<file path="src/dual_motor_ramp_sequencer_assert.svh">
// ----------------------------------------------------------------------------
// Assertion macros for the dual motor ramp sequencer
// Clocked property checks that compile to nothing in synthesis.
// ----------------------------------------------------------------------------
`ifndef DUAL_MOTOR_RAMP_SEQUENCER_ASSERT_SVH
`define DUAL_MOTOR_RAMP_SEQUENCER_ASSERT_SVH

`ifndef SYNTHESIS

// Checked at every rising edge while reset is low.
`define DMRS_ASSERT(name, clk, rst, prop, msg) \
  name: assert property (@(posedge clk) disable iff (rst) (prop)) else $error(msg);

// Checked at every rising edge, during reset too.
`define DMRS_ASSERT_ALWAYS(name, clk, prop, msg) \
  name: assert property (@(posedge clk) (prop)) else $error(msg);

`else

`define DMRS_ASSERT(name, clk, rst, prop, msg)
`define DMRS_ASSERT_ALWAYS(name, clk, prop, msg)

`endif

`endif

</file>
<file path="src/dmrs_pkg.sv">
// ----------------------------------------------------------------------------
// Dual motor ramp sequencer package
// Shared types, codes and constants.
// ----------------------------------------------------------------------------
package dmrs_pkg;

  localparam int CFG_INDEX_W = 3;
  localparam int CFG_DATA_W  = 8;

  localparam logic [CFG_INDEX_W-1:0] CFG_PWM_PERIOD   = 3'd0;
  localparam logic [CFG_INDEX_W-1:0] CFG_BRAKE_MODE   = 3'd1;
  localparam logic [CFG_INDEX_W-1:0] CFG_MOVE_STEP    = 3'd2;
  localparam logic [CFG_INDEX_W-1:0] CFG_FAST_STEP    = 3'd3;
  localparam logic [CFG_INDEX_W-1:0] CFG_SLOW_STEP    = 3'd4;
  localparam logic [CFG_INDEX_W-1:0] CFG_TURN_UP_STEP = 3'd5;

  localparam logic [2:0] REQ_MS_TICK   = 3'd0;
  localparam logic [2:0] REQ_HOLD_TICK = 3'd1;
  localparam logic [2:0] REQ_MOVE      = 3'd2;
  localparam logic [2:0] REQ_TURN      = 3'd3;
  localparam logic [2:0] REQ_STOP      = 3'd4;

  localparam logic [6:0]  FULL_POWER  = 7'd100;
  localparam logic [15:0] HOLD_MAX    = 16'hFFFF;
  // floor(x / 100) == (x * 5243) >> 19 for every x up to 100 * 255.
  localparam logic [12:0] RECIP_MUL   = 13'd5243;
  localparam int          RECIP_SHIFT = 19;

  typedef enum logic [2:0] {
    PH_IDLE      = 3'd0,
    PH_MOVE_RAMP = 3'd1,
    PH_MOVE_HOLD = 3'd2,
    PH_STOP_FAST = 3'd3,
    PH_STOP_SLOW = 3'd4,
    PH_TURN_PRE  = 3'd5,
    PH_TURN_UP   = 3'd6,
    PH_TURN_HOLD = 3'd7
  } phase_t;

  typedef struct packed {
    logic [7:0] pwm_period;
    logic       brake_mode;
    logic [7:0] move_step_ms;
    logic [7:0] fast_stop_step_ms;
    logic [7:0] slow_stop_step_ms;
    logic [7:0] turn_up_step_ms;
  } cfg_t;

  typedef struct packed {
    logic [2:0]  req_type;
    logic        direction;
    logic [6:0]  target_power;
    logic [15:0] duration_ticks;
    logic        timed;
    logic        slow_stop;
  } req_t;

  typedef struct packed {
    logic [6:0] power;
    logic       left_dir;
    logic       right_dir;
    logic       busy;
  } drive_t;

  typedef struct packed {
    logic [7:0] left_pos_duty;
    logic [7:0] left_neg_duty;
    logic [7:0] right_pos_duty;
    logic [7:0] right_neg_duty;
    logic [6:0] power_pct;
    logic       busy_res;
  } result_t;

  typedef struct packed {
    logic load_b;
    logic load_c;
    logic load_d;
  } pipe_ctl_t;

endpackage

</file>
<file path="src/dmrs_cfg_regs.sv">
// ----------------------------------------------------------------------------
// Configuration registers
// Write-only register bank for the PWM and ramp step settings.
// ----------------------------------------------------------------------------
module dmrs_cfg_regs
  import dmrs_pkg::*;
(
  input  logic                   clk,
  input  logic                   rst,
  input  logic                   cfg_we,
  input  logic [CFG_INDEX_W-1:0] cfg_index,
  input  logic [CFG_DATA_W-1:0]  cfg_data,
  output cfg_t                   cfg
);

  always_ff @(posedge clk) begin
    if (rst) begin
      cfg.pwm_period        <= 8'd99;
      cfg.brake_mode        <= 1'b0;
      cfg.move_step_ms      <= 8'd5;
      cfg.fast_stop_step_ms <= 8'd1;
      cfg.slow_stop_step_ms <= 8'd5;
      cfg.turn_up_step_ms   <= 8'd12;
    end else if (cfg_we) begin
      case (cfg_index)
        CFG_PWM_PERIOD:   cfg.pwm_period        <= cfg_data;
        CFG_BRAKE_MODE:   cfg.brake_mode        <= cfg_data[0];
        CFG_MOVE_STEP:    cfg.move_step_ms      <= cfg_data;
        CFG_FAST_STEP:    cfg.fast_stop_step_ms <= cfg_data;
        CFG_SLOW_STEP:    cfg.slow_stop_step_ms <= cfg_data;
        CFG_TURN_UP_STEP: cfg.turn_up_step_ms   <= cfg_data;
        default: ;
      endcase
    end
  end

endmodule

</file>
<file path="src/dmrs_ramp_core.sv">
// ----------------------------------------------------------------------------
// Ramp sequencer core
// Applies one request to the sequencer state, settles finished phases and
// registers the resulting power and directions.
// ----------------------------------------------------------------------------
module dmrs_ramp_core
  import dmrs_pkg::*;
(
  input  logic   clk,
  input  logic   rst,
  input  cfg_t   cfg,
  input  req_t   req,
  input  logic   upd,
  output drive_t drive
);

  `include "dual_motor_ramp_sequencer_assert.svh"

  typedef struct packed {
    phase_t      phase;
    logic [6:0]  power_level;
    logic [6:0]  goal_power;
    logic        left_dir;
    logic        right_dir;
    logic [7:0]  step_count;
    logic [15:0] hold_count;
    logic [15:0] hold_limit;
    logic        timed_flag;
  } seq_state_t;

  seq_state_t st;
  seq_state_t st_next;
  logic [6:0] pwr_delta;
  logic       pwr_step_ok;

  function automatic logic [7:0] step_interval(phase_t ph, cfg_t c);
    logic [7:0] v;
    case (ph)
      PH_MOVE_RAMP:             v = c.move_step_ms;
      PH_STOP_FAST:             v = c.fast_stop_step_ms;
      PH_STOP_SLOW, PH_TURN_PRE: v = c.slow_stop_step_ms;
      PH_TURN_UP:               v = c.turn_up_step_ms;
      default:                  v = 8'd0;
    endcase
    if (v == 8'd0) begin
      v = 8'd1;
    end
    return v;
  endfunction

  function automatic seq_state_t settle_step(seq_state_t s);
    seq_state_t r;
    r = s;
    case (s.phase)
      PH_MOVE_RAMP: begin
        if (s.power_level == s.goal_power) begin
          r.step_count = 8'd0;
          if (!s.timed_flag) begin
            r.phase = PH_IDLE;
          end else if (s.hold_count >= s.hold_limit) begin
            r.goal_power = 7'd0;
            r.phase      = PH_STOP_FAST;
          end else begin
            r.phase = PH_MOVE_HOLD;
          end
        end
      end
      PH_MOVE_HOLD: begin
        if (s.hold_count >= s.hold_limit) begin
          r.goal_power = 7'd0;
          r.phase      = PH_STOP_FAST;
          r.step_count = 8'd0;
        end
      end
      PH_STOP_FAST, PH_STOP_SLOW: begin
        if (s.power_level == 7'd0) begin
          r.phase      = PH_IDLE;
          r.step_count = 8'd0;
        end
      end
      PH_TURN_PRE: begin
        if (s.power_level == 7'd0) begin
          r.left_dir   = s.timed_flag;
          r.right_dir  = ~s.timed_flag;
          r.phase      = PH_TURN_UP;
          r.step_count = 8'd0;
        end
      end
      PH_TURN_UP: begin
        if (s.power_level == s.goal_power) begin
          r.hold_count = 16'd0;
          r.phase      = PH_TURN_HOLD;
          r.step_count = 8'd0;
        end
      end
      PH_TURN_HOLD: begin
        if (s.hold_count >= s.hold_limit) begin
          r.goal_power = 7'd0;
          r.phase      = PH_STOP_SLOW;
          r.step_count = 8'd0;
        end
      end
      default: ;
    endcase
    return r;
  endfunction

  always_comb begin
    seq_state_t s;
    logic [6:0] tp;
    logic [7:0] iv;
    logic [7:0] sc;
    logic       idle;
    s    = st;
    tp   = (req.target_power > FULL_POWER) ? FULL_POWER : req.target_power;
    iv   = step_interval(st.phase, cfg);
    sc   = st.step_count + 8'd1;
    idle = (st.phase == PH_IDLE);
    case (req.req_type)
      REQ_MS_TICK: begin
        if (st.phase != PH_IDLE && st.phase != PH_MOVE_HOLD && st.phase != PH_TURN_HOLD) begin
          if (sc >= iv) begin
            s.step_count = 8'd0;
            if (st.power_level < st.goal_power) begin
              s.power_level = st.power_level + 7'd1;
            end else if (st.power_level > st.goal_power) begin
              s.power_level = st.power_level - 7'd1;
            end
          end else begin
            s.step_count = sc;
          end
        end
      end
      REQ_HOLD_TICK: begin
        if ((((st.phase == PH_MOVE_RAMP) || (st.phase == PH_MOVE_HOLD)) && st.timed_flag) ||
            (st.phase == PH_TURN_HOLD)) begin
          if (st.hold_count != HOLD_MAX) begin
            s.hold_count = st.hold_count + 16'd1;
          end
        end
      end
      REQ_MOVE: begin
        if (idle) begin
          s.left_dir   = req.direction;
          s.right_dir  = req.direction;
          s.goal_power = tp;
          s.hold_limit = req.duration_ticks;
          s.hold_count = 16'd0;
          s.timed_flag = req.timed;
          s.phase      = PH_MOVE_RAMP;
          s.step_count = 8'd0;
        end
      end
      REQ_TURN: begin
        if (idle) begin
          s.goal_power = tp;
          s.hold_limit = req.duration_ticks;
          s.hold_count = 16'd0;
          s.timed_flag = req.direction;
          s.phase      = PH_TURN_PRE;
          s.step_count = 8'd0;
        end
      end
      REQ_STOP: begin
        if (idle) begin
          s.goal_power = 7'd0;
          s.phase      = req.slow_stop ? PH_STOP_SLOW : PH_STOP_FAST;
          s.step_count = 8'd0;
        end
      end
      default: ;
    endcase
    for (int k = 0; k < 8; k++) begin
      s = settle_step(s);
    end
    st_next = s;
  end

  always_ff @(posedge clk) begin
    if (rst) begin
      st <= '0;
    end else if (upd) begin
      st <= st_next;
    end
  end

  always_ff @(posedge clk) begin
    if (upd) begin
      drive.power     <= st_next.power_level;
      drive.left_dir  <= st_next.left_dir;
      drive.right_dir <= st_next.right_dir;
      drive.busy      <= (st_next.phase != PH_IDLE);
    end
  end

  assign pwr_delta   = st_next.power_level - st.power_level;
  assign pwr_step_ok = (pwr_delta == 7'd0) || (pwr_delta == 7'd1) || (pwr_delta == 7'h7F);

  `DMRS_ASSERT(a_power_in_range, clk, rst, st.power_level <= FULL_POWER, "power too high")
  `DMRS_ASSERT(a_power_single_step, clk, rst, pwr_step_ok, "power moved by more than one step")
  `DMRS_ASSERT(a_idle_step_clear, clk, rst, st.phase == PH_IDLE |-> st.step_count == 8'd0, "idle count")

endmodule

</file>
<file path="src/dmrs_duty_pipe.sv">
// ----------------------------------------------------------------------------
// Duty calculation pipeline
// Scales the common power by the PWM period over two stages and forms the
// four H-bridge duty bytes.
// ----------------------------------------------------------------------------
module dmrs_duty_pipe
  import dmrs_pkg::*;
(
  input  logic      clk,
  input  cfg_t      cfg,
  input  pipe_ctl_t ctl,
  input  drive_t    drive,
  output result_t   res
);

  logic [14:0] prod_c;
  drive_t      drive_c;
  logic [27:0] scaled;
  logic [7:0]  p;
  logic [7:0]  pos;
  logic [7:0]  neg;

  always_ff @(posedge clk) begin
    if (ctl.load_c) begin
      prod_c  <= 15'(drive.power) * 15'(cfg.pwm_period);
      drive_c <= drive;
    end
  end

  always_comb begin
    scaled = 28'(prod_c) * 28'(RECIP_MUL);
    p      = scaled[RECIP_SHIFT +: 8];
    if (cfg.brake_mode) begin
      pos = cfg.pwm_period - p;
      neg = cfg.pwm_period;
    end else begin
      pos = 8'd0;
      neg = p;
    end
  end

  always_ff @(posedge clk) begin
    if (ctl.load_d) begin
      res.left_pos_duty  <= drive_c.left_dir  ? pos : neg;
      res.left_neg_duty  <= drive_c.left_dir  ? neg : pos;
      res.right_pos_duty <= drive_c.right_dir ? pos : neg;
      res.right_neg_duty <= drive_c.right_dir ? neg : pos;
      res.power_pct      <= drive_c.power;
      res.busy_res       <= drive_c.busy;
    end
  end

endmodule

</file>
<file path="src/dual_motor_ramp_sequencer.sv">
// ----------------------------------------------------------------------------
// Dual motor ramp sequencer
// Soft-start sequencer for two H-bridge motors that share one power level.
// ----------------------------------------------------------------------------
// Each transfer on the slave side is a millisecond tick, a hold tick or a
// move, turn or stop command, and it produces exactly one result transfer
// carrying the four duty bytes, the present power and the busy flag. The
// block takes one item per clock while the master side accepts results; a
// result is presented after its item has passed an input register, the
// state update, the power-times-period product and the divide-by-100 stage.
// The state update of one cycle feeds the next, so items may follow each
// other on every clock. Stalls on the master side fill empty stages first.
module dual_motor_ramp_sequencer
  import dmrs_pkg::*;
(
  input  logic                   clk,
  input  logic                   rst,
  input  logic                   s_tvalid,
  output logic                   s_tready,
  // direction[0], target_power[7:1], duration_ticks[23:8], timed[24],
  // slow_stop[25], zero fill[31:26]
  input  logic [31:0]            s_tdata,
  // req_type[2:0]
  input  logic [2:0]             s_tuser,
  output logic                   m_tvalid,
  input  logic                   m_tready,
  // left_pos_duty[7:0], left_neg_duty[15:8], right_pos_duty[23:16],
  // right_neg_duty[31:24], power_pct[38:32], busy_res[39]
  output logic [39:0]            m_tdata,
  input  logic                   cfg_we,
  input  logic [CFG_INDEX_W-1:0] cfg_index,
  input  logic [CFG_DATA_W-1:0]  cfg_data
);

  `include "dual_motor_ramp_sequencer_assert.svh"

  cfg_t      cfg;
  req_t      req_a;
  drive_t    drive_b;
  result_t   res;
  pipe_ctl_t ctl;

  logic vld_a;
  logic vld_b;
  logic vld_c;
  logic vld_d;
  logic rdy_a;
  logic rdy_b;
  logic rdy_c;
  logic rdy_d;
  logic pipe_full;

  assign rdy_d = !vld_d || m_tready;
  assign rdy_c = !vld_c || rdy_d;
  assign rdy_b = !vld_b || rdy_c;
  assign rdy_a = !vld_a || rdy_b;

  assign s_tready = rdy_a;
  assign m_tvalid = vld_d;

  assign ctl.load_b = vld_a && rdy_b;
  assign ctl.load_c = rdy_c;
  assign ctl.load_d = rdy_d;

  always_ff @(posedge clk) begin
    if (rst) begin
      vld_a <= 1'b0;
      vld_b <= 1'b0;
      vld_c <= 1'b0;
      vld_d <= 1'b0;
    end else begin
      if (rdy_a) begin
        vld_a <= s_tvalid;
      end
      if (rdy_b) begin
        vld_b <= vld_a;
      end
      if (rdy_c) begin
        vld_c <= vld_b;
      end
      if (rdy_d) begin
        vld_d <= vld_c;
      end
    end
  end

  always_ff @(posedge clk) begin
    if (s_tvalid && rdy_a) begin
      req_a.req_type       <= s_tuser;
      req_a.direction      <= s_tdata[0];
      req_a.target_power   <= s_tdata[7:1];
      req_a.duration_ticks <= s_tdata[23:8];
      req_a.timed          <= s_tdata[24];
      req_a.slow_stop      <= s_tdata[25];
    end
  end

  dmrs_cfg_regs u_cfg_regs (
    .clk       (clk),
    .rst       (rst),
    .cfg_we    (cfg_we),
    .cfg_index (cfg_index),
    .cfg_data  (cfg_data),
    .cfg       (cfg)
  );

  dmrs_ramp_core u_ramp_core (
    .clk   (clk),
    .rst   (rst),
    .cfg   (cfg),
    .req   (req_a),
    .upd   (ctl.load_b),
    .drive (drive_b)
  );

  dmrs_duty_pipe u_duty_pipe (
    .clk   (clk),
    .cfg   (cfg),
    .ctl   (ctl),
    .drive (drive_b),
    .res   (res)
  );

  assign m_tdata = {res.busy_res, res.power_pct, res.right_neg_duty,
                    res.right_pos_duty, res.left_neg_duty, res.left_pos_duty};

  assign pipe_full = vld_a && vld_b && vld_c && vld_d && !m_tready;

  `DMRS_ASSERT(a_full_when_not_ready, clk, rst, !s_tready |-> pipe_full, "input blocked early")
  `DMRS_ASSERT(a_update_moves_item, clk, rst, ctl.load_b |=> vld_b, "update without next item")
  `DMRS_ASSERT_ALWAYS(a_reset_empties, clk, $past(rst) |-> !m_tvalid, "valid after reset")

endmodule
</file>
<file path="config.mk">
export PLATFORM = sky130hd
export DESIGN_NAME = dual_motor_ramp_sequencer
export DESIGN_NICKNAME = d
export VERILOG_FILES = /design/src/dmrs_pkg.sv /design/src/dmrs_cfg_regs.sv /design/src/dmrs_ramp_core.sv /design/src/dmrs_duty_pipe.sv /design/src/dual_motor_ramp_sequencer.sv
export VERILOG_INCLUDE_DIRS = /design/src /design/src/src
export SDC_FILE = /design/constraint.sdc
export NUM_CORES = 1
export LEC_CHECK = 0
export BUFFER_PORTS_ARGS = -buffer_cell sky130_fd_sc_hd__buf_2
export CAP_MARGIN = 10
export CORE_MARGIN = 3
export CORE_UTILIZATION = 29
export DETAILED_ROUTE_END_ITERATION = 7
export PLACE_DENSITY = 0.47
export SYNTH_ARGS = -nofsm -noshare
export SYNTH_HDL_FRONTEND = slang
export SYNTH_HIERARCHICAL = 1
export SYNTH_SLANG_ARGS = --single-unit
</file>
<file path="constraint.sdc">
create_clock -name clk -period 13.9 [get_ports clk]
set_input_delay 2.78 -clock clk [delete_from_list [all_inputs] [get_ports clk]]
set_output_delay 2.78 -clock clk [all_outputs]
set_load 0.1 [all_outputs]
</file>
* After elaboration in Yosys (flattened, before gate mapping) *
Cells that the tools add are included.

operators by class
  equality and inequality tests = 83
  $add $sub $neg = 5
  reductions and logical operators = 45
  muxes and demuxes = 203
  bitwise logic cells = 1
  $lt $le $gt $ge = 12
  multiply operators = 2

operators by type and width
  cell                    count
  $pmux 8 s5              8
  $mux 8                  34
  $mux 7                  32
  $mux 24                 9
  $mux 16                 10
  $mux 3                  52
  $pmux 3 s6              8
  $ge 16x16->1            8
  $eq 3x3->1 const B      39
  $pmux 7 s2              8
  $mux 10                 9
  $eq 3x2->1 const B      22
  $pmux 8 s4              2
  $eq 7x7->1              8
  $mux 50                 1
  $pmux 16 s3             1
  $mux 41                 1
  $mux 2                  17
  $pmux 17 s2             1
  $reduce_or 2->1         17
  $eq 3x1->1 const B      11
  $mul 15x13->27 const B  1
  $pmux 7 s3              1
  $add 16x1->16 const B   1
  23 further kinds        50

storage, ports and cells
  register bits after elaboration = 209
  input bits = 51

* Depth between registers and ports, before layout *
  depth in word-level cells = 43
  gate-level depth with buffers = 49
  mapped depth without buffers = 45

* Cells and area by module *
The synthesis kept the hierarchy.

modules (own cells, without submodules)
  module                     cells each  times used  sequential area each (um2)  area each (um2)
  dmrs_ramp_core             1263        1           1501.4                      9701.8
  dmrs_duty_pipe             791         1           1951.9                      8140.3
  dmrs_cfg_regs              161         1           820.8                       1719.1
  dual_motor_ramp_sequencer  48          1           950.9                       1051.0

* Least setup slack after synthesis *
Ideal clock, no wire load.

  path kind = reg-to-reg
  start point = register u_ramp_core/st[58] (netlist name)
  end point = register u_ramp_core/st[33] (netlist name)
  stages on the path, launching flop included = 45
  setup time = 0.121 ns
  arrival time = 9.711 ns
  buffers on the path = 6
  setup slack = 4.068 ns
  data required time = 13.779 ns
  clock period less this slack = 9.832 ns
  cell sequence = dfxtp_1 > buf_2 > buf_1 > clkbuf_1 > mux2_2 > a21oi_1 > nand4_1 > o21ai_0 > ha_1 > nand2b_1 > a2111o_1 > a31oi_2 > a211oi_1 > xnor2_1 > nand4_2 > or4_4 > and3_4 > nor4_1 > [... 9 more ...] > a21o_1 > a21o_1 > a211oi_1 > o21bai_1 > a21oi_1 > o211ai_1 > or4_1 > a21o_1 > nor2b_1 > nor2_1 > and2_1 > o311ai_4 > o211ai_1 > and3_4 > a21o_1 > o21ai_4 > o22ai_2 > mux2_2

between the ends
  cells in the longest elaborated chain, start to end = 41

RTL lines
  what                                                                 line                   text
  start: declaration                                                   dmrs_ramp_core.sv:31   seq_state_t st;
  start signal: assignment                                             dmrs_ramp_core.sv:183  st <= st_next;
  parallel branches: the longest is 40 deep, another holds $ge 8x8->1  --
  $pmux 8 s5 (*)                                                       dmrs_ramp_core.sv:54   case (s.phase)

Mark *: on every way between the ends. The select of a mux whose other input is x is not followed.
A chain may end at the register's enable or synchronous reset.

* Final worst setup path *
Ends and elaborated chain as after synthesis.

==> metrics <==
Routed WL per cell=16.74 um; dominant cell by count in the synthesized netlist=ha_1; largest family of logic cells by synthesized area=adder cells; status=finished, final reports clean; Min Clock Period, post-route=between 10 and 15 ns; slew margin rel.=a little over a quarter; TritonCTS clock tree=built; Die Height=approximately 270 um; CORE AREA=around 70000 um^2; Slew @ Worst Pin=1.101 ns; HP Class=reg -> reg; Crit Path Category=reg -> reg; Synth top area share=17.18%; GRT Resource Usage Total=about 15%; final setup TNS=0 ns; die width=approximately 270 um; CP Launch Type=flop; CTS clk-pin slew, worst paths=approximately 0.060 ns; Routed WL=around 55 mm; Max Cap Viol=0; mapped cell area=approximately 20000 um^2; Yosys top cell by area=ha_1; Post-synth EDFFs=about 100; slowest stage delay, CP=between 0.7 and 0.8 ns; clk sink count=between 200 and 250; Max clock buf depth=3; Setup violations, final=0; clk root buf=clkbuf_16; GRT overflow=0; fillers=between 7000 and 8000; RSZ-0062 raised after global routing=no; Mapped Cells=~2300; register area share after synthesis=25.35%; share of cells above drive strength 1=10.85%; largest net degree at the start of global routing=75; crit-path max FO=34; final core occ=32.85%; Final Cycle Share=between 80 and 90%; GP Congestion=~0.85; Area contributors post-synth=ha_1 (17%), edfxtp_1 (15%), dfxtp_1 (10%); count of warnings emitted by yosys=6; clk_lat worst skew=~0.57 ns; vias in the first global route=~16000; post-synth cell types=120; First-pass DRT Iterations=6; Syn Area/Cell=9.108 um^2; CTS buffer count=28; Setup Skew=approximately 0.015 ns; Final Hold Fails=0; DR iter-0 viols=roughly 1000; IO Pins=slightly above 90; first-pass GRT wire length=between 80 and 90 mm; I/O Buffers=86; row count=97; Final ANT Viol Nets=0; Synth Area in Compound Gates=roughly 17%; H-tree depth=1; Worst Path Arrival=12.36 ns; FMAX=approximately 0.084 GHz; initial antenna violation count=4; Synth Area in XOR/XNOR=a little over 3%; list of most frequent post-synthesis cells=ha_1 (283), nor2_1 (260), inv_1 (222), nand2_1 (150), a21oi_1 (108); initial core utilization=~29%; critical path's slowest cell=o21ai_0; Post-DP HPWL=~43 mm; WP data required=roughly 14 ns; die area=74310 um^2; Slew Viols, Final=0; FF+latch count, synth=~210; Post-Synth Adder-Cell Area=between 20% and 30%; Layout area overhead=12.00%; vias after detailed routing=16400; main flop type after synthesis=dfxtp_1; detail-routed via count per cell=about 5.0; post-CTS sizing=0; Mapped Nets=approximately 2700; FFs w/ async S/R, synth=0%; mux contribution to synthesized area=just under 5%; DRC Markers=0; number of hold buffers added after cts=0; Worst setup EP type=flop; NumNets Final=2761; Simple-Gate Fraction of Synth Area=17.59%; Post-CTS Setup Bufs=0
[layer usage]
metal  vias to the layer above  wire length [um]  track usage [%]
li1                       8122                 -                -
met1                      7881             25250            19.49
met2                       317             26090            25.19
met3                        74              2303            1.923
met4                         2              1480            4.038
met5                         -                 7                0
[cell families after synthesis]
family,count (synthesis)
multiplexers,97
XOR/XNOR,66
flip-flops,209
AO/OA/AOI/OAI,483
buffers and inverters,307
adder cells (fa/ha/maj),382
AND/OR/NAND/NOR,719
[layout by cell type, fill, tap and decap left out, types with 8 or more instances in the layout]
cell type	n
inv_1	222
fa_1	98
buf_2	85
a21oi_1	108
edfxtp_1	104
nor4_1	8
o211ai_1	10
o21bai_1	8
nor2_1	259
xor2_1	14
nand4_1	18
a311o_1	8
o21a_1	14
a211oi_1	28
a31oi_1	11
or2_2	10
nand2b_1	58
mux2_2	16
o21ai_0	75
ha_1	283
a22o_1	10
and2_1	35
and3_1	11
o31ai_1	17
buf_4	32
or3_1	17
nand3_1	36
nand2_1	150
mux2i_1	80
nor3_1	18
a211o_1	11
dfxtp_1	105
a22oi_1	18
a21o_1	67
clkbuf_16	29
xnor2_1	48
nor2b_1	36
[state kept, by name, indices dropped and copies added, names as in the netlist]
| name | cells |
|---|---|
| m_tvalid | 1 |
| req_a | 29 |
| vld_b | 1 |
| vld_a | 1 |
| u_ramp_core/drive | 10 |
| u_ramp_core/st | 60 |
| u_duty_pipe/prod_c | 15 |
| u_cfg_regs/cfg | 41 |
| u_duty_pipe/res | 40 |
| u_duty_pipe/drive_c | 10 |
| vld_c | 1 |
[through the flow]
stage	instance area (um^2)	worst slack, ns	hold WS (ns)	instances
floorplan	20610	4.068	0.4003	2263
global placement	22130	2.069	0.4035	3239
detailed placement	22130	2.022	0.4056	3239
CTS	23080	1.964	0.4203	3291
global route	23080	0.8923	0.4365	3291
finish	23090	1.990	0.4180	3293
[worst paths after layout]
kind | startpoint | end | slack (ns) | depth (start not counted)
max | u_ramp_core/st[58]$_SDFFE_PP0P_ | u_ramp_core/st[33]$_SDFFE_PP0P_ | 1.99 | 43
min | u_duty_pipe/drive_c[0]$_DFFE_PP_ | u_duty_pipe/res[0]$_DFFE_PP_ | 0.42 | 0
max reg2reg | u_ramp_core/st[58]$_SDFFE_PP0P_ | u_ramp_core/st[33]$_SDFFE_PP0P_ | 1.99 | 43
min reg2reg | u_duty_pipe/drive_c[0]$_DFFE_PP_ | u_duty_pipe/res[0]$_DFFE_PP_ | 0.42 | 0
[critical path: cells and delay by family (launching register included)]
family | cells | cell delay (ns)
buffers and inverters | 4 | 1.25
flip-flops | 1 | 0.31
AO/OA/AOI/OAI | 18 | 5.12
adder cells (fa/ha/maj) | 2 | 0.66
multiplexers | 2 | 0.64
AND/OR/NAND/NOR | 16 | 3.62
XOR/XNOR | 1 | 0.14
[layout make-up]
class                   count  area (um^2)  share of cell area [%]
clock inverters            19        197.7                  0.8563
well taps                 940         1176                   5.095
multi-input cells        1747        14220                   61.58
repair buffers            117        665.6                   2.883
inverters                 226        848.3                   3.675
diodes                      2        5.005                 0.02168
clock buffers              33        750.7                   3.252
flip-flops and latches    209         5225                   22.63
Power is not shown: default switching activity piles up to over one toggle a cycle in this logic, so the estimate is an artifact.
